===== config.mk =====
export PLATFORM = sky130hd
export DESIGN_NAME = palr_isqrt
export DESIGN_NICKNAME = d
export VERILOG_FILES = /design/src/palr_isqrt.sv
export SDC_FILE = /design/constraint.sdc
export NUM_CORES = 1
export LEC_CHECK = 0
export BUFFER_PORTS_ARGS = -buffer_cell sky130_fd_sc_hd__buf_2
export CORE_UTILIZATION = 45
export CTS_CLUSTER_DIAMETER = 30
export DETAILED_ROUTE_END_ITERATION = 10
export GPL_TIMING_DRIVEN = 0
export SYNTH_ARGS = -nofsm -noshare
export SYNTH_HDL_FRONTEND = slang
export SYNTH_SLANG_ARGS = --single-unit

===== constraint.sdc =====
create_clock -name clk -period 3 [get_ports clk]
set_input_delay 0.6 -clock clk [delete_from_list [all_inputs] [get_ports clk]]
set_output_delay 0.6 -clock clk [all_outputs]
set_load 0.05 [all_outputs]

===== src/palr_isqrt.sv =====
// Iterative integer square root, two radicand bits per cycle.
// No package dependencies.
`default_nettype none
module palr_isqrt (
	input  wire logic        clk,
	input  wire logic        arst_n,
	input  wire logic        start,
	input  wire logic [63:0] radicand,
	output logic             busy,
	output logic             done,
	output logic      [31:0] root
);
	logic [63:0] rad_q;
	logic [35:0] rem_q;
	logic [31:0] root_q;
	logic [4:0]  cnt_q;
	logic        busy_q, done_q;
	logic [35:0] rem_sh, trial;
	logic        ge;

	assign rem_sh = {rem_q[33:0], rad_q[63:62]};
	assign trial  = {2'b00, root_q, 2'b01};
	assign ge     = rem_sh >= trial;

	always_ff @(posedge clk or negedge arst_n) begin
		if (!arst_n) begin
			rad_q  <= '0;
			rem_q  <= '0;
			root_q <= '0;
			cnt_q  <= '0;
			busy_q <= 1'b0;
			done_q <= 1'b0;
		end else begin
			done_q <= 1'b0;
			if (start) begin
				rad_q  <= radicand;
				rem_q  <= '0;
				root_q <= '0;
				cnt_q  <= 5'd31;
				busy_q <= 1'b1;
			end else if (busy_q) begin
				rad_q <= {rad_q[61:0], 2'b00};
				if (ge) begin
					rem_q  <= rem_sh - trial;
					root_q <= {root_q[30:0], 1'b1};
				end else begin
					rem_q  <= rem_sh;
					root_q <= {root_q[30:0], 1'b0};
				end
				if (cnt_q == '0) begin
					busy_q <= 1'b0;
					done_q <= 1'b1;
				end else begin
					cnt_q <= cnt_q - 1'b1;
				end
			end
		end
	end

	assign busy = busy_q;
	assign done = done_q;
	assign root = root_q;
endmodule
`default_nettype wire


==> flow_summary.yaml <==
sta:
  hold_slack_ns: 0.1293
  tightest_slew_ns: 0.8713
  layout_setup_ws_ns: 0.09099
  fmax_mhz: 343.8
  period_needed_ns: 2.909
  hold_violations: 0
  fin_crit_sh: 0.9697
  grt_setup_unrepaired: "yes"
  finClkSkew_ns: 0.007111
  setup_viol: 0
  slew_headroom: 0.4191
  drv_slew: 0
logic_synthesis:
  synth_warnings: 0
  ys.flop_type: "dfrtp_1"
  syn-num-nets: 963
  synthAdderAreaFrac: 0.05620
  synth_compound_area_frac: 0.1709
  synth-seq-cells: 137
  synth_edf_count: 0
  synth_xor_area_frac: 0.03497
  avgSynthCellArea_sq_um: 9.320
  synth_top_area_cell: "dfrtp_1"
  synthSimpleGateAreaFrac: 0.1310
  synth.area.top_cells: "dfrtp_1, mux2i_1, ha_1"
  synth_area_sq_um: 8015
  netlist_instances: 860
  ys_types: 61
  postSynth.asyncResetShare: 1.000
  synth_top_family_by_area: "compound AO/OA/AOI/OAI gates"
  ys_seq_area_frac: 0.4277
  synthMuxAreaShare: 0.1327
  synth_top_area_frac: 0.4277
floorplan:
  num_rows: 48
  dieArea_sq_um: 18350
  die_h_um: 135.5
  core_sq_um: 17360
  ios: 101
  die_width_um: 135.5
  start_util: 0.4618
worst_setup_path:
  r2r-start: "root[19]"
  cp-startpoint: "root[19]"
  worst-setup-path-type: "register to register"
  cp_max_fo: 8
  cp-end-kind: "register"
  cp-start-kind: "register"
  required_ns: 3.28
  arrival_ns: 3.19
drt:
  drtAntennaViolNets: 0
  dr_total_vias: 6586
  drc: 0
  viasPerCell: 5.372
  routed_wl_um: 19970
  dr.first_iter.drc_count: 307
  firstDrtPassIters: 4
  wl_per_cell_um: 16.29
cts:
  clk-insertion-delay-late_ns: 0.43
  cts_made_buffers: 17
  postCtsHoldBufs: 0
  root_buffer: "clkbuf_16"
  clock_path_buffers: 2
  numClockSinks: 137
  cts_tree: "done"
  htree_levels: 4
  clk_pin_slew_ns: 0.07
finish:
  final_cell_mix: "dfrtp_1, nand2_1, mux2i_1, buf_2, o21ai_0"
  nets: 1090
  drive_gt1_frac: 0.1860
  area_delta_synth_final_pct: 21.12
  final_common_cell: "dfrtp_1"
  fin_util: 0.5593
  fillers: 1601
global_routing:
  grt_overflow: 0
  grt_usage: 0.2288
  grt_max_degree: 86
  antenna_found_initial: 2
  grt_first_pass_wirelength_um: 32640
  first_global_vias: 6428
power_and_ir_drop:
  power.density_nw_per_um2: 963.7
  leakage_nw: 5.015
  peakVddDrop_v: 0.0005691
  power.total_w: 0.009355
place:
  dp_hpwl_um: 14040
  finalWeightedCongestion: 0.8837
  port_buffers: 99
  pre_cts_slack_ns: -0.05988
worst_hold_path:
  holdCritPathClass: "input port to asynchronous set/reset pin"
run:
  drv_cap: 0
run_status:
  status: "finished, final reports clean"
cells in the mapped netlist, types with 2 or more instances:
cell	instances
a2111o_1	2
a2111oi_0	2
a211o_1	2
a211oi_1	21
a21boi_0	3
a21o_1	7
a21oi_1	44
a21oi_2	3
a31oi_1	3
a41oi_1	3
and2_1	3
and3_1	13
buf_1	3
buf_4	3
buf_6	2
clkbuf_1	42
dfrtp_1	137
ha_1	36
inv_1	41
mux2_2	2
mux2i_1	104
nand2_1	108
nand2b_1	5
nand3_1	7
nand3b_1	2
nand4_1	4
nor2_1	69
nor2b_1	6
nor3_1	11
nor4_1	2
o211a_1	4
o211ai_1	6
o21a_1	4
o21ai_0	84
o21ai_1	4
o221ai_1	3
o22ai_1	8
o31ai_1	2
or2_2	2
or3_1	2
xnor2_1	23
xor2_1	9
sequential cells by signal, summed over array words and instances, names as in the netlist:
register and flops:
done 1, busy 1, rem_q 34, root 32
cnt_q 5, rad_q 64
power breakdown:
part	total (W)	internal, W	switching [W]	leakage (nW)
Sequential	0.00234	0.00212	0.000228	1.74
Clock	0.00211	0.00112	0.000986	0.293
Combinational	0.00490	0.00227	0.00263	2.99
cells by family (layout without fill, tap and decap cells):
logic type / count (synthesis) / after routing
AO/OA/AOI/OAI: 218 / 218
adder cells (fa/ha/maj): 36 / 36
AND/OR/NAND/NOR: 239 / 239
buffers and inverters: 92 / 232
flip-flops: 137 / 137
XOR/XNOR: 32 / 32
other: 0 / 1
multiplexers: 106 / 106
worst paths after layout:
| kind | end | slack, ns | cells after the start |
|---|---|---|---|
| worst min register to register | cnt_q[4] | 0.53 | 2 |
| worst max-delay path | rem_q[32] | 0.09 | 11 |
| min in group clk | rad_q[43] | 0.37 | 3 |
| worst min-delay path | root[12] | 0.13 | 1 |
| worst max register to register | rem_q[32] | 0.09 | 11 |
| max in group asynchronous | rad_q[63] | 2.06 | 2 |
area by class of cell:
cell class,instances,area (sq um),area share
Tap cell,225,281.5,0.02900
Timing Repair Buffer,110,620.6,0.06393
Inverter,41,153.9,0.01585
Multi-Input combinational cell,631,4389,0.4521
Clock inverter,15,176.4,0.01817
Sequential cell,137,3432,0.3535
Antenna cell,1,2.502,0.0002578
Buffer,49,226.5,0.02333
Clock buffer,17,425.4,0.04382
worst max-delay path, cell delays in order (launching register included):
cell       delay (ns)
dfrtp_2          0.42
inv_2            0.07
ha_4             0.23
a21oi_4          0.16
o21ai_2          0.08
a311o_1          0.40
or4b_4           0.51
o2bb2ai_4        0.30
buf_6            0.15
or2_2            0.09
buf_2            0.20
o221ai_1         0.15
routing by layer:
layer	part of all wire	track usage	wire length, um
met3	0.061	0.06659	1222
met2	0.45	0.3541	8942
met5	0.00050	0	10
met1	0.48	0.3155	9629
met4	0.0082	0.05056	163
what timing repair did:
item / 4_1_cts / 5_1_grt
gates resized for setup: 10 / 32
setup endpoints to repair: 15 / 35
setup buffers: 1 / 9
hold endpoints to repair: 0 / 0
pin swaps: 0 / 8
through the flow:
step             TNS, ns  instance area, sq um  std cells
2_1_floorplan          0                  8019        860
3_3_place_gp      -92.28                  8796       1184
3_5_place_dp     -0.5154                  8830       1185
4_1_cts        -0.008758                  9502       1218
5_1_grt         -0.03084                  9706       1225
6_report               0                  9708       1226
No activity file was read; power rests on OpenSTA's default activity.
