### src/palr_div.sv
// Restoring divider, 17 quotient bits, one bit per cycle.
// Caller guarantees num < den * 2^17. No package dependencies.
`default_nettype none
module palr_div (
	input  wire logic        clk,
	input  wire logic        arst_n,
	input  wire logic        start,
	input  wire logic [47:0] num,
	input  wire logic [31:0] den,
	output logic             busy,
	output logic             done,
	output logic      [16:0] quot
);
	logic [31:0] rem_q, den_q;
	logic [16:0] num_q, quot_q;
	logic [4:0]  cnt_q;
	logic        busy_q, done_q;
	logic [32:0] t;
	logic        ge;

	assign t  = {rem_q, num_q[16]};
	assign ge = t >= {1'b0, den_q};

	always_ff @(posedge clk or negedge arst_n) begin
		if (!arst_n) begin
			rem_q  <= '0;
			den_q  <= '0;
			num_q  <= '0;
			quot_q <= '0;
			cnt_q  <= '0;
			busy_q <= 1'b0;
			done_q <= 1'b0;
		end else begin
			done_q <= 1'b0;
			if (start) begin
				rem_q  <= {1'b0, num[47:17]};
				num_q  <= num[16:0];
				den_q  <= den;
				quot_q <= '0;
				cnt_q  <= 5'd16;
				busy_q <= 1'b1;
			end else if (busy_q) begin
				num_q <= {num_q[15:0], 1'b0};
				if (ge) begin
					rem_q  <= 32'(t - {1'b0, den_q});
					quot_q <= {quot_q[15:0], 1'b1};
				end else begin
					rem_q  <= t[31:0];
					quot_q <= {quot_q[15:0], 1'b0};
				end
				if (cnt_q == '0) begin
					busy_q <= 1'b0;
					done_q <= 1'b1;
				end else begin
					cnt_q <= cnt_q - 1'b1;
				end
			end
		end
	end

	assign busy = busy_q;
	assign done = done_q;
	assign quot = quot_q;
endmodule
`default_nettype wire

### config.mk
export PLATFORM = sky130hd
export DESIGN_NAME = palr_div
export DESIGN_NICKNAME = d
export VERILOG_FILES = /design/src/palr_div.sv
export SDC_FILE = /design/constraint.sdc
export NUM_CORES = 1
export LEC_CHECK = 0
export BUFFER_PORTS_ARGS = -buffer_cell sky130_fd_sc_hd__buf_4
export CORE_ASPECT_RATIO = 0.5
export CORE_MARGIN = 8
export CORE_UTILIZATION = 58
export DETAILED_ROUTE_END_ITERATION = 6
export PLACE_DENSITY = 0.81
export SLEW_MARGIN = 20
export SYNTH_ARGS = -nofsm -noshare
export SYNTH_HDL_FRONTEND = slang
export SYNTH_SLANG_ARGS = --single-unit
### constraint.sdc
create_clock -name clk -period 4.15 [get_ports clk]
set_clock_uncertainty 0.05 [all_clocks]
set_input_delay 1.245 -clock clk [delete_from_list [all_inputs] [get_ports clk]]
set_output_delay 1.245 -clock clk [all_outputs]
set_load 0.005 [all_outputs]
==> results.md <==
* Status: finished clean
* Final critical delay including setup and external delays at 3.34 ns
* Type of element launching the critical path: register
* Number of nets with antenna violations after routing at 0
* Syn avg cell area at 8.59 um^2
* Routability congestion estimate from global placement at 0.906
* MaxCap Viol Count at 0
* Starting utilization of the core area at 60.1%
* Worst-case vdd ir drop at 0.329 mV
* Crit path kind: register to register
* GR Util All Layers at 22.1%
* Final net count at 969
* Cell Pwr Density at 726 nW/um^2
* Remaining routing DRC violations at 0
* Routed wirelength normalized by instance count at 16.9 um
* Final period util at 80.5%
* Area growth from synthesis to layout at 17.1%
* Share of the yosys chip area belonging to registers at 39.5%
* Max-slew violation total from the final report at 0
* Worst Path Max Fanout at 4
* CTS hold repair buffers at 0
* Yosys synthesis warning count at 0
* Vias in the first global route at 5,768
* Cells traversed along the worst timing path: inv_1, ha_1, inv_1, fa_1, a21o_1, a221oi_2, o21ai_1, a2111oi_2, nor2_1, o211ai_1, mux2i_1, a31oi_1
* Tightest Hold Check Type: register to register
* Unrepaired setup endpoints after global routing: false
* Dominant delay contributor by cell family on the critical path: compound AO/OA/AOI/OAI gates
* Total I/O pin count at 102
* Slew @ Worst Pin at 0.765 ns
* Total via count in the routed design at 5,921
* Accumulated negative setup slack at 0 ns
* Number of endpoints with negative hold slack in the final report at 0
* Distinct cell type count of the synthesized netlist at 68
* Leftover overflow at the end of global routing at 0
* Port-buffer cells at 101
* Starting DRC count in detailed routing at 510
* Post-synthesis instance area at 6660 um^2
* Count of flip-flops with a built-in enable after synthesis at 0
* Cts bufs inserted at 9
* Number of flip-flops and latches in the synthesized netlist at 105
* Leak Pwr at 3.85 nW
* Highest clock rate at 299 MHz
* Floorplan core area at 11,100 um^2
* Antenna violations before repair at 0
* Data required time of the worst path at 4.34 ns
* Total wire length after detailed routing at 16.9 mm
* Standard-cell row count at 27
* Drt first pass iters at 5
* Buffers inserted by post-CTS timing repair at 0
* Total nets after synthesis at 893
* Die Y-Extent at 91.8 um
* Largest net degree at the start of global routing at 177
* PostCTS Resize Cnt at 0
* CTS clock-pin slew for the worst setup and hold paths at 0.08 ns
* Dominant cell type by count on the critical path: inv_1
* Busiest grt layer: met2
* Multi-input gate area in the final layout at 3680 um^2
* Final-report setup violation count at 0
* ANT cells at 0
* Buffers & Inverters on Critical Path at 2
* Number of H-tree levels at 3
* Mean number of vias per cell at 5.92
* Die width at 168 um
* Clock latency of the later-clocked register in the worst-skew pair at 0.36 ns
* Share of post-route cells with drive strength above 1 at 16.8%
* CTS tree: built
* Worst-case headroom to the max-slew limit at 49.0%
* Root buffer cell: clkbuf_16
* GR Util met1 at 31.4%
* Slowest stage cell on the critical path: a2111oi_2
* Post-Route Utilization at 70.4%
* Met3 track utilization from global routing at 4.96%
* Register area at 2630 um^2
* Area of the die at 15,400 um^2
* Buffers from clock root to sink, at most at 2
* Kind of capture point of the worst setup path: register
* TritonCTS sink count at 105
* Gate count after technology mapping at 775
* Prevailing post-synth register cell: dfrtp_1
* Max incr delay on CP at 0.51 ns
* Share of synthesized registers carrying an async set or reset at 100%
* Hpwl dp at 12.1 mm
* Critical Path AT at 3.53 ns
* GR met2 Demand/Resource at 33.7%
* Filler Cells Inserted at 911
* Global-route wire length before repair at 28.5 mm
==> worst paths after layout <==
| path | start | depth (start not counted) | end | slack (ns) |
|---|---|---|---|---|
| setup reg to reg | num_q[16]$_DFFE_PN0P_ | 12 | rem_q[30]$_DFFE_PN0P_ | 0.81 |
| setup / recovery | num_q[16]$_DFFE_PN0P_ | 12 | rem_q[30]$_DFFE_PN0P_ | 0.81 |
| min in group asynchronous | arst_n | 1 | quot[9]$_DFFE_PN0P_ | 0.86 |
| hold reg to reg | quot[16]$_DFFE_PN0P_ | 2 | quot[16]$_DFFE_PN0P_ | 0.48 |
| hold / removal | quot[16]$_DFFE_PN0P_ | 2 | quot[16]$_DFFE_PN0P_ | 0.48 |
| max in group asynchronous | arst_n | 2 | den_q[19]$_DFFE_PN0P_ | 2.34 |
==> metrics by stage <==
step | setup slack (ns) | hold slack (ns) | power, mW | instances | instance area [um^2]
after floorplan | 1.22 | 0.418 | 3.96 | 775 | 6660
after global placement | 0.918 | 0.444 | 4.63 | 985 | 7490
after detailed placement | 0.869 | 0.468 | 4.70 | 985 | 7490
after CTS | 0.843 | 0.490 | 5.63 | 1001 | 7800
after global routing | 0.564 | 0.509 | 6.09 | 1001 | 7800
final | 0.811 | 0.484 | 5.66 | 1001 | 7800
==> where the power goes <==
group          internal [mW]  switching, mW
combinational           1.37           1.92
sequential              1.27          0.216
clock                  0.438          0.455
total                   3.07           2.59
==> layer usage <==
metal	vias up	routed length, um	part of all wire (%)
li1	2897	-	-
met1	2818	8150	48
met2	188	7420	44
met3	18	1180	7.0
met4	0	191	1.1
met5	-	0	0
==> cells in the final DEF, fill, tap and decap left out, types with 12 or more instances in the layout <==
master,Yosys,layout
buf_4,0,108
dfrtp_1,105,104
nand2_1,95,95
nor2_1,72,72
o21ai_0,69,69
a21oi_1,51,51
inv_1,44,44
mux2i_1,37,37
ha_1,34,34
nor3_1,17,17
a211oi_1,17,16
a21o_1,14,14
xnor2_1,14,14
o31ai_1,13,13
o21ai_1,12,12
==> cells in the mapped netlist (7+ instances only) <==
cell type | n | area, um^2
o21ai_0 | 69 | 345
o21ai_1 | 12 | 60.1
ha_1 | 34 | 425
nand2_1 | 95 | 357
xor2_1 | 8 | 70.1
clkbuf_1 | 28 | 105
o31ai_1 | 13 | 97.6
a21o_1 | 14 | 105
nor3_1 | 17 | 85.1
a21oi_1 | 51 | 255
nand3_1 | 11 | 55.1
a211oi_1 | 17 | 128
and3_1 | 8 | 50.1
o211ai_1 | 11 | 82.6
mux2i_1 | 37 | 370
buf_2 | 8 | 40.0
xnor2_1 | 14 | 123
dfrtp_1 | 105 | 2630
nor2_1 | 72 | 270
inv_1 | 44 | 165
nand2b_1 | 7 | 43.8
==> tightest hold or removal path: cells and delay by family, from the launching register on <==
| kind | cells | cell delay, ns |
|---|---|---|
| multiplexers | 1 | 0.07 |
| flip-flops | 1 | 0.35 |
| AND/OR/NAND/NOR | 1 | 0.08 |
==> state kept, by name, summed over array words and instances (netlist names) <==
register	count
den_q	32
rem_q	32
quot	17
num_q	17
cnt_q	5
done	1
busy	1
==> cell families after synthesis <==
family	share of synthesized area [%]
AOI/OAI and AO/OA	22.5
muxes	5.90
and+or+nand+nor	17.1
buffers and inverters	5.39
adders and majority gates	6.69
DFF	39.5
xor gates and xnor gates	2.89
==> layout make-up <==
| class | count | share of cell area, % |
|---|---|---|
| clock inverter | 7 | 1.09 |
| clock buffer | 9 | 2.89 |
| timing repair buffer | 109 | 10.7 |
| inverter | 45 | 2.17 |
| tap | 145 | 2.33 |
| sequential | 105 | 33.7 |
| multi-input combinational | 581 | 47.2 |
Note: power is estimated with default switching activity, not from simulation.
