<file path="src/palr_ram.sv">
// Generic single-write, single-read synchronous RAM with registered read data.
// No dependencies.
`default_nettype none
module palr_ram #(
	parameter int W = 8,
	parameter int D = 16
) (
	input  wire logic                 clk,
	input  wire logic                 we,
	input  wire logic [$clog2(D)-1:0] waddr,
	input  wire logic [W-1:0]         wdata,
	input  wire logic                 re,
	input  wire logic [$clog2(D)-1:0] raddr,
	output logic      [W-1:0]         rdata
);
	logic [W-1:0] mem [0:D-1];

	always_ff @(posedge clk) begin
		if (we) begin
			mem[waddr] <= wdata;
		end
		if (re) begin
			rdata <= mem[raddr];
		end
	end
endmodule
`default_nettype wire

</file>
<file path="config.mk">
export PLATFORM = sky130hd
export DESIGN_NAME = palr_ram
export DESIGN_NICKNAME = d
export VERILOG_FILES = /design/src/palr_ram.sv
export SDC_FILE = /design/constraint.sdc
export NUM_CORES = 1
export LEC_CHECK = 0
export ABC_CLOCK_PERIOD_IN_PS = 2600
export BUFFER_PORTS_ARGS = -buffer_cell sky130_fd_sc_hd__buf_4
export CELL_PAD_IN_SITES_DETAIL_PLACEMENT = 1
export CELL_PAD_IN_SITES_GLOBAL_PLACEMENT = 1
export CORE_AREA = 2 2 99 101
export CTS_BUF_LIST = sky130_fd_sc_hd__clkbuf_16
export CTS_CLUSTER_SIZE = 20
export DETAILED_ROUTE_END_ITERATION = 8
export DIE_AREA = 0 0 101 103
export PLACE_DENSITY_LB_ADDON = 0.2
export SLEW_MARGIN = 20
export SYNTH_ARGS = -nofsm -noshare
export SYNTH_HDL_FRONTEND = slang
export SYNTH_SLANG_ARGS = --single-unit
</file>
<file path="constraint.sdc">
create_clock -name clk -period 2.6 [get_ports clk]
set_input_delay 0 -clock clk [delete_from_list [all_inputs] [get_ports clk]]
set_output_delay 0 -clock clk [all_outputs]
set_load 0.005 [all_outputs]
</file>
==> impl_results.md, run 1 <==
- Post-synth ARST share: 0%
- Clock Skew: 0.00726 ns
- I/O pin total: 27
- Residual DRC: 0
- Power density over the cells: about 840 nW/µm²
- Die Height: 103 µm
- Crit path launch type: flop
- Adder-cell share of the synthesized area: 0%
- Final hold violations: 0
- Status: completed
- Hold Crit Class: input pin to flop
- Final ANT Viol Nets: 0
- Synth Area in XOR/XNOR: 0%
- Most common cell in the netlist: edfxtp_1
- Sequential element share of the synthesized area: between 70% and 80%
- CP max FO: 1
- Residual overflow from global routing: 0
- Number of fill cells in the layout: 758
- Fin crit period: between 1.5 and 2 ns
- Ys flop type: edfxtp_1
- RSZ-0062 raised after global routing: no
- Clock root cell: clkbuf_16
- Worst Setup End Kind: flop
- Setup tns final: 0 ns
- CTS tree: yes
- Required time worst endpoint: 2.76 ns
- Largest net degree at the start of global routing: 33
- Static Leakage: 2.11 nW
- Row count: 36
- Largest family of logic cells by synthesized area: multiplexers
- Post-CTS Resized: 0
- Final Setup Violations: 0
- Setup slack, reg-to-reg: ~1 ns
- Die width: 101 µm
- Clock-pin slew on the worst setup and hold paths: ~0.060 ns
- First drt pass iteration count: 4
- Seq cells post-synth: roughly 140
- Htree depth: 4
- Top cell type's share of synthesized area: 78.1%
- Period utilisation layout: 60.4%
- Largest cells by area after synthesis: edfxtp_1, mux4_2, mux4_1, a22oi_1, nor2_1
- Worst EP arrival: around 1.7 ns
- Vias in the first global route: between 2,000 and 3,000
- Cell Area, Synth: 5230 µm²
- Post-synthesis simple-gate area fraction: 3.14%
- Initial Util: a little under three fifths
- Synth Area in Compound Gates: ~2.3%
- Slew margin rel.: 33.0%
- VDD IR max: around 0.00048 V
- Vias per inst: just over 6
- Mux cell area share after synthesis: 14.8%
- DRT iter0 DRCs: between 150 and 200
- Number of nets in the layout: 300
- Core Area: 9460 µm²
- Post-synth EDFFs: 136
- First-pass GRT wire length: ~16,000 µm
- # clock sinks: 136
- Worst-case clock buffer depth: 2
- Routed wire length: 11,200 µm
- Post-synth top cells: edfxtp_1, mux4_2, a22oi_1
- Reg area: between 4000 and 5000 µm²
- Initial antenna violation count: 0
- Post-Syn Instances: between 200 and 250
- Avg Inst Size Synth: 22.8 µm²
- FMAX: between 0.6 and 0.7 GHz
- Wirelength per Cell: roughly 28 µm
- Yosys cell types: 18
- Dpl hpwl: 6550 µm
- Multi-input gate area: 1060 µm²
- Yosys warns: 0
- CTS Buf Count: 17
- Final Max Tran Viols: 0
- Die area: ~10,000 µm²
- Critical path type: flop to flop
- Max-Cap Viols: 0
- Layout area overhead: 19.4%
- PortBufs: 26
- Gr usage total: a little under a quarter
- Slew @ Worst Pin: approximately 1.0 ns
- Post-synth top area cell: edfxtp_1
- Inserted Diodes: 0
- Synthesized Nets: 248
- WHS: 0.0973 ns
- Share of post-route cells with drive strength above 1: a little over a quarter
- Routability Congestion: between 0.7 and 0.8
- Worst-Skew Late Latency: roughly 0.41 ns
- Vias: roughly 2,500
==> worst max-delay path, cell delays in order (launching register included) <==
cell,delay [ns]
edfxtp_1,0.36
mux4_1,0.50
a22oi_1,0.36
nand2_1,0.10
==> cell usage in the layout (no fill, tap or decap) <==
master         netlist  final
edfxtp_1           136    136
buf_4                1     34
mux4_2              18     18
clkbuf_16            0     17
a22oi_1             16     16
mux4_1              14     14
nor2_1              13     13
nand2_1              9      9
dlygate4sd3_1        0      9
bufinv_16            0      5
nor3_1               4      4
nand3b_1             2      2
nand2b_1             2      2
clkinv_2             0      2
clkinvlp_4           0      2
inv_1                0      2
nor2b_1              1      1
and2_1               1      1
and2b_1              1      1
nand3_1              1      1
or3b_2               1      1
clkinv_1             0      1
==> per-layer routing <==
| layer | part of all wire [%] | up-vias | track usage [%] |
|---|---|---|---|
| li1 | - | 1079 | - |
| met1 | 42 | 1336 | 31.3 |
| met2 | 51 | 86 | 38.4 |
| met3 | 4.7 | 16 | 5.90 |
| met4 | 2.0 | 0 | 9.04 |
| met5 | 0 | - | 0 |
==> per-stage QoR <==
step / util [%] / instances / worst slack (ns) / total power (W) / instance area (µm²)
2_1_floorplan: - / 229 / 1.11 / 0.00265 / 5230
3_3_place_gp: 58.6 / 367 / 0.797 / 0.00275 / 5540
3_5_place_dp: 58.6 / 367 / 0.774 / 0.00276 / 5540
4_1_cts: 66.0 / 405 / 1.04 / 0.00528 / 6240
5_1_grt: 66.0 / 405 / 1.00 / 0.00538 / 6240
6_report: 66.0 / 405 / 1.03 / 0.00526 / 6240
==> sequential cells by signal, indices dropped and copies added, names as in the netlist <==
| name | cells |
|---|---|
| mem | 128 |
| rdata | 8 |
==> logic make-up after synthesis <==
group	Yosys count
mux	32
flops	136
buf+inv	10
simple gates	35
compound gates	16
==> power breakdown <==
group	switching (W)	total, W	internal, W
clock	0.000859	0.00253	0.00167
combinational	0.000131	0.000240	0.000110
sequential	0.0000166	0.00249	0.00247
==> final timing paths <==
path	depth (start not counted)	from	endpoint
worst max-delay path	3	mem[0][3]$_DFFE_PP_	rdata[3]$_DFFE_PP_
worst min-delay path	3	waddr[3]	mem[3][4]$_DFFE_PP_
worst max register to register	3	mem[0][3]$_DFFE_PP_	rdata[3]$_DFFE_PP_
worst min register to register	3	mem[11][1]$_DFFE_PP_	rdata[1]$_DFFE_PP_
==> final cells by class <==
type / count / share of cell area, %
timing repair buffer: 43 / 5.53
tap: 114 / 2.29
clock buffer: 17 / 6.82
multi-input combinational: 83 / 16.9
clock inverter: 12 / 2.99
sequential: 136 / 65.4
==> timing repair <==
item,4_1_cts,5_1_grt
hold buffers,9,0
endpoints found under the hold margin,136,0
endpoints found under the setup margin,0,0
buffers inserted,0,0
No activity file was read; power rests on OpenSTA's default activity.
==> run 2, diff against run 1 <==
--- a/config.mk
+++ b/config.mk
@@ -5,15 +5,15 @@
 export SDC_FILE = /design/constraint.sdc
 export NUM_CORES = 1
 export LEC_CHECK = 0
-export ABC_CLOCK_PERIOD_IN_PS = 2600
+export ABC_CLOCK_PERIOD_IN_PS = 1400
 export BUFFER_PORTS_ARGS = -buffer_cell sky130_fd_sc_hd__buf_4
 export CELL_PAD_IN_SITES_DETAIL_PLACEMENT = 1
 export CELL_PAD_IN_SITES_GLOBAL_PLACEMENT = 1
-export CORE_AREA = 2 2 99 101
+export CORE_AREA = 2 2 108 110
 export CTS_BUF_LIST = sky130_fd_sc_hd__clkbuf_16
 export CTS_CLUSTER_SIZE = 20
 export DETAILED_ROUTE_END_ITERATION = 8
-export DIE_AREA = 0 0 101 103
+export DIE_AREA = 0 0 110 112
 export PLACE_DENSITY_LB_ADDON = 0.2
 export SLEW_MARGIN = 20
 export SYNTH_ARGS = -nofsm -noshare
==> constraint.sdc (replaced) <==
create_clock -name clk -period 1.4 [get_ports clk]
set_input_delay 0 -clock clk [delete_from_list [all_inputs] [get_ports clk]]
set_output_delay 0 -clock clk [all_outputs]
set_load 0.005 [all_outputs]
==> run 2 against run 1 <==
The run now ends with setup timing left. First-iteration DRC count decreased by 10%. Clock power increased by 74%. Power up 81%. Combinational power is 110% higher. Worst setup slack worse by 1.2 ns. Critical path depth stayed put. Count of clock-buffer cells in the layout unchanged. Global-route usage down 2.8 points. Non-clock buffer count is 15 higher. Cell count grew 11%. Critical endpoint is now rdata[4]$_DFFE_PP_.
==> impl_results.md, run 2 (same netlist as run 1, synthesis figures left out) <==
- Status: finished, violations left
- Violated checks: setup timing
- Clock root cell: clkbuf_16
- Switching Fraction: ~20%
- RR Endpoint: rdata[4]$_DFFE_PP_
- Power density over the cells: about 1500 nW/µm²
- Initial antenna violation count: 0
- Number of flip-flops under the largest register name: ~130
- Hold path depth: 3
- # clock sinks: 136
- Row count: 39
- Worst Setup End Kind: flop
- CP max-delay cell: mux4_2
- Setup tns final: -0.426 ns
- Commonest non-fill, non-tap cell in the layout: edfxtp_1
- Period utilisation layout: 110%
- Commonest cells after routing, fill and taps aside: edfxtp_1, buf_4, mux4_2, clkbuf_16, nor2_1
- CTS tree: yes
- Clock-pin slew on the worst setup and hold paths: ~0.050 ns
- Vias per inst: around 5.7
- First-pass GRT wire length: approximately 17,000 µm
- Layout area overhead: 23.0%
- Inst Count DP: between 400 and 500
- Largest net degree at the start of global routing: 17
- Combinational share of power: ~5.4%
- Htree depth: 4
- Hold Crit Class: input pin to flop
- Routed wire length: 11,300 µm
- Final Non-Filler Cells: 451
- Most flops, register: mem
- Worst-Skew Late Latency: approximately 0.42 ns
- PnR Total Power: about 0.0095 W
- Wirelength per Cell: 25.1 µm
- Vias: between 2,000 and 3,000
- Die width: between 100 and 150 µm
- Clock Skew: slightly above 0.009 ns
- DP Area: approximately 5700 µm²
- Delay of the slowest cell on the worst path: roughly 0.51 ns
- Routability Congestion: about 0.73
- Dpl hpwl: 7080 µm
- Slew @ Worst Pin: between 0.9 and 1 ns
- Biggest regs: mem x128, rdata x8
- R2R depth: 3
- Sw Pwr: about 0.0019 W
- Cell class contributing the biggest share of worst-path delay: multiplexers
- # Post-CTS Setup Buffers: 0
- CP cell instances: mux4_2 > a22oi_2 > nand2_1
- Final Max Tran Viols: 0
- Number of fill cells in the layout: approximately 970
- RSZ-0062 raised after global routing: yes
- Max-Cap Viols: 0
- Worst EP arrival: 1.69 ns
- Fin crit period: ~1.5 ns
- Share of post-route cells with drive strength above 1: between 30% and 40%
- FMAX: between 0.6 and 0.7 GHz
- Die Height: approximately 110 µm
- Static Leakage: ~2.2 nW
- Number of nets in the layout: roughly 320
- Final ANT Viol Nets: 0
- Residual DRC: 0
- Util after Layout: approximately 58%
- Worst-case clock buffer depth: 2
- Slew margin rel.: 37.9%
- P_int: ~0.0076 W
- Seq pwr share: approximately half
- Hold_sp: waddr[0]
- VDD IR max: 0.000885 V
- Post-route cell area: 6430 µm²
- Critical R2R Launch: mem[8][4]$_DFFE_PP_
- Core Area: 11,200 µm²
- PortBufs: 26
- Gr usage total: between 20% and 30%
- Crit path launch type: flop
- Setup slack, reg-to-reg: -0.14 ns
- Hold Crit Endpoint: mem[0][0]$_DFFE_PP_
- I/O pin total: 27
- Reg area: roughly 4000 µm²
- Required time worst endpoint: about 1.6 ns
- Multi-input gate area: ~1100 µm²
- Final Setup Violations: 7
- Inserted Diodes: 0
- Final hold violations: 0
- Clock power frac: 46.2%
- Residual overflow from global routing: 0
- CP max FO: 1
- Die area: between 10,000 and 15,000 µm²
- Critical path type: flop to flop
- Vias in the first global route: between 2,000 and 3,000
- Buf+Inv Stages, Crit Path: 0
- DRT iter0 DRCs: ~160
- Worst setup margin: -0.138 ns
- First drt pass iteration count: 4
- CTS Buf Count: 17
- Initial Util: ~47%
## run 2: cell types whose count changed in the layout (fill, tap and decap cells not counted), moves of 2 or more
cell       change
a22oi_1        -7
mux4_2         +7
a22oi_2        +7
clkinv_4       +3
bufinv_16      -2
inv_1          -2
buf_4         +11
mux4_1         -7
clkinv_2       +2
buf_12         +4
## run 2: worst reg2reg max path: stages, from the launching register on
cell	delay [ns]
edfxtp_1	0.41
mux4_2	0.51
a22oi_2	0.24
nand2_1	0.11
## run 2: final cells by class
cell class,instances,area share [%]
clock buffers,17,6.62
clock inverters,14,2.47
multi-input cells,83,16.7
flip-flops and latches,136,63.5
well taps,143,2.78
repair buffers,58,7.90
## run 2: per-layer routing
metal / global-route usage [%] / vias up / share of wire, %
met1: 30.3 / 1407 / 45
met5: 0 / - / 0
met4: 7.76 / 0 / 1.2
li1: - / 1111 / -
met3: 5.33 / 10 / 3.4
met2: 30.5 / 61 / 51
## run 2: worst max-delay path by stage
stage | slack, ns | depth (start not counted) | start | end
after floorplan | 0.09 | 3 | mem[1][0]$_DFFE_PP_ | rdata[0]$_DFFE_PP_
after global routing | -0.16 | 3 | mem[8][4]$_DFFE_PP_ | rdata[4]$_DFFE_PP_
after detailed placement | -0.33 | 5 | raddr[0] | rdata[4]$_DFFE_PP_
final | -0.14 | 3 | mem[8][4]$_DFFE_PP_ | rdata[4]$_DFFE_PP_
after global placement | -0.24 | 5 | raddr[0] | rdata[4]$_DFFE_PP_
after CTS | -0.14 | 3 | mem[8][4]$_DFFE_PP_ | rdata[4]$_DFFE_PP_
## run 2: stage by stage
| step | hold slack [ns] | setup slack, ns |
|---|---|---|
| floorplan | 0.0989 | 0.0886 |
| global placement | 0.309 | -0.243 |
| detailed placement | 0.321 | -0.329 |
| CTS | 0.107 | -0.145 |
| global route | 0.121 | -0.159 |
| finish | 0.122 | -0.138 |
## run 2: power by group through the flow
stage	logic, W	clock network [W]	registers (W)
2_1_floorplan	0.000232	0	0.00469
3_3_place_gp	0.000465	0	0.00469
3_5_place_dp	0.000478	0	0.00470
4_1_cts	0.000512	0.00448	0.00462
5_1_grt	0.000556	0.00464	0.00462
6_report	0.000511	0.00440	0.00462
## run 2: what timing repair did
action,CTS,global route
endpoints found under the hold margin,136,0
resized for setup,10,5
setup endpoints to repair,8,8
pin swaps,5,4
hold buffers,9,0
==> run 3, diff against run 2 <==
--- a/config.mk
+++ b/config.mk
@@ -5,16 +5,18 @@
 export SDC_FILE = /design/constraint.sdc
 export NUM_CORES = 1
 export LEC_CHECK = 0
+export ABC_AREA = 1
 export ABC_CLOCK_PERIOD_IN_PS = 1400
 export BUFFER_PORTS_ARGS = -buffer_cell sky130_fd_sc_hd__buf_4
 export CELL_PAD_IN_SITES_DETAIL_PLACEMENT = 1
 export CELL_PAD_IN_SITES_GLOBAL_PLACEMENT = 1
-export CORE_AREA = 2 2 108 110
+export CORE_AREA = 2 2 119 121
 export CTS_BUF_LIST = sky130_fd_sc_hd__clkbuf_16
 export CTS_CLUSTER_SIZE = 20
 export DETAILED_ROUTE_END_ITERATION = 8
-export DIE_AREA = 0 0 110 112
+export DIE_AREA = 0 0 121 123
 export PLACE_DENSITY_LB_ADDON = 0.2
+export SKIP_CTS_REPAIR_TIMING = 1
 export SLEW_MARGIN = 20
 export SYNTH_ARGS = -nofsm -noshare
 export SYNTH_HDL_FRONTEND = slang
==> run 3 against run 2 <==
The flow now finishes without violations. Final area grew 7.5%. Largest power group unchanged. Sequential power is essentially flat. Die area grew 21%. Global-route usage grew 1.3 points. Critical path type unchanged. Critical path depth grew 3. Synthesized cell count grew 140%. Worst setup slack gained 0.36 ns. Critical endpoint is now rdata[7]$_DFFE_PP_. Wire length grew 34%. Clock skew shrank 0.0048 ns. Clock power shrank 16%. Worst hold slack lost 0.039 ns.
==> impl_results.md, run 3 <==
- Seq pwr share: between 50 and 60%
- Required time worst endpoint: around 1.6 ns
- Initial antenna violation count: 0
- Biggest regs: mem x128, rdata x8
- Status: completed
- Worst Setup End Kind: flop
- Post-synth ARST share: 0%
- Seq cells post-synth: between 100 and 150
- Wirelength per Cell: 19.0 µm
- Worst EP arrival: 1.35 ns
- Period utilisation layout: around 84%
- # clock sinks: around 140
- Post-Syn Instances: between 500 and 600
- Util after Layout: about half
- Post-synth top cells: nand2_1, edfxtp_1, inv_1
- DP Worst Slack: around 0.17 ns
- Yosys warns: 0
- Layout area overhead: 18.1%
- Post-synth EDFFs: around 140
- FMAX: between 0.8 and 0.9 GHz
- CP max FO: 1
- Clock power frac: 41.3%
- Max-Cap Viols: 0
- Cell class contributing the biggest share of worst-path delay: simple AND/OR/NAND/NOR gates
- Vias per inst: 4.98
- Worst setup margin: around 0.22 ns
- Dpl hpwl: roughly 9200 µm
- Avg Inst Size Synth: about 11 µm²
- Most flops, register: mem
- First drt pass iteration count: 5
- Htree depth: 4
- Final ANT Viol Nets: 0
- Crit path launch type: flop
- Commonest non-fill, non-tap cell in the layout: nand2_1
- Routability Congestion: 0.750
- Clock-pin slew on the worst setup and hold paths: 0.06 ns
- VDD IR max: approximately 0.0010 V
- CP max-delay cell: edfxtp_1
- I/O pin total: 27
- Worst-case clock buffer depth: 2
- CP cell instances: inv_1 > nand2_1 > nand3_1 > nand3_1 > nand3_1 > nand2_1
- Share of post-route cells with drive strength above 1: 11.5%
- Combinational share of power: between 7 and 8%
- Sequential element share of the synthesized area: a little over two thirds
- Hold Crit Class: input pin to flop
- Top cell type's share of synthesized area: roughly 70%
- Clock Skew: between 0.004 and 0.005 ns
- Residual DRC: 0
- CTS Buf Count: 17
- P_int: 0.00696 W
- Largest cells by area after synthesis: edfxtp_1, nand2_1, nand3_1, inv_1, buf_6
- Vias: between 3,000 and 4,000
- Ys flop type: edfxtp_1
- Die area: 14,900 µm²
- Row count: 43
- Initial Util: between 40% and 50%
- PortBufs: 26
- Post-synth top area cell: edfxtp_1
- Most common cell in the netlist: nand2_1
- Number of flip-flops under the largest register name: 128
- Synthesized Nets: 570
- Worst-Skew Late Latency: about 0.42 ns
- Routed wire length: 15,200 µm
- Critical path type: flop to flop
- DRT iter0 DRCs: approximately 300
- Final Max Tran Viols: 0
- Setup tns final: 0 ns
- Core Area: 13,600 µm²
- Residual overflow from global routing: 0
- Slew @ Worst Pin: slightly above 0.4 ns
- RSZ-0062 raised after global routing: no
- Final Setup Violations: 0
- Final hold violations: 0
- Buf+Inv Stages, Crit Path: 1
- Gr usage total: 22.1%
- Number of nets in the layout: between 600 and 700
- Vias in the first global route: 4,185
- Switching Fraction: between 20% and 30%
- Slew margin rel.: around 73%
- Yosys cell types: 11
- Largest net degree at the start of global routing: 65
- Die width: between 100 and 150 µm
- Commonest cells after routing, fill and taps aside: nand2_1, edfxtp_1, inv_1, nand3_1, buf_4
- Power density over the cells: approximately 1300 nW/µm²
- Clock root cell: clkbuf_16
- Inserted Diodes: 0
- Sw Pwr: 0.00199 W
- Cell Area, Synth: about 5800 µm²
- Fin crit period: around 1.2 ns
- First-pass GRT wire length: approximately 24,000 µm
- Delay of the slowest cell on the worst path: roughly 0.37 ns
- Most used cell, CP: nand3_1
- Static Leakage: 2.99 nW
- Die Height: 123 µm
- CTS tree: yes
[run 3: changes by cell type after synthesis, sizes merged, moves of 2 or more]
cell           previous run  this run
buf                       7        24
mux4                     32         0
nand3                     1        97
nor2                     13        17
clkdlybuf4s25             3         0
nand2b                    2         0
a22oi                    16         0
inv                       0       102
nor3                      4         0
nand2                     9       173
[run 3: per-layer routing]
metal	global-route usage (%)	up-vias	share of wire, %
met5	0	-	0
met4	8.36	0	2.3
met3	5.40	26	5.2
li1	-	1887	-
met1	30.1	1951	47
met2	34.5	109	46
[run 3: logic make-up (layout without fill, tap and decap cells)]
| family | count (synthesis) | in the layout | share of synthesized area, % |
|---|---|---|---|
| buffers and inverters | 126 | 192 | 9.39 |
| DFF | 136 | 136 | 69.8 |
| and+or+nand+nor | 289 | 289 | 20.8 |
[run 3: worst register-to-register path, cell delays in order, from the launching register on]
cell and delay (ns):
edfxtp_1 0.37, inv_1 0.07, nand2_1 0.05, nand3_1 0.09, nand3_1 0.12, nand3_1 0.14
nand2_1 0.08
[run 3: power by group through the flow]
stage	clock (W)	combinational, W	sequential (W)
after global placement	0	0.000603	0.00470
final	0.00369	0.000638	0.00462
after detailed placement	0	0.000617	0.00470
after CTS	0.00377	0.000623	0.00462
after floorplan	0	0.000322	0.00469
after global routing	0.00393	0.000710	0.00462
[run 3: area by class of cell]
class | count | area (µm²)
clock inverter | 13 | 51.3
fill | 1474 | 6700
multi-input combinational | 289 | 1210
sequential | 136 | 4080
clock buffer | 17 | 425
timing repair buffer | 60 | 526
tap | 180 | 225
inverter | 102 | 383
[run 3: stage by stage]
| step | hold slack, ns | area (µm²) | total power (W) | cells |
|---|---|---|---|---|
| floorplan | 0.0989 | 5850 | 0.00502 | 551 |
| global placement | 0.321 | 6330 | 0.00530 | 757 |
| detailed placement | 0.323 | 6330 | 0.00532 | 757 |
| CTS | -0.118 | 6810 | 0.00901 | 787 |
| global route | 0.126 | 6910 | 0.00926 | 797 |
| finish | 0.0824 | 6910 | 0.00895 | 797 |
[run 3: worst paths after layout]
| path | end | slack, ns | start | cells after the start |
|---|---|---|---|---|
| setup / recovery | rdata[7]$_DFFE_PP_ | 0.22 | mem[15][7]$_DFFE_PP_ | 6 |
| hold / removal | rdata[2]$_DFFE_PP_ | 0.08 | raddr[2] | 4 |
| setup reg to reg | rdata[7]$_DFFE_PP_ | 0.22 | mem[15][7]$_DFFE_PP_ | 6 |
| hold reg to reg | rdata[0]$_DFFE_PP_ | 0.76 | mem[14][0]$_DFFE_PP_ | 6 |
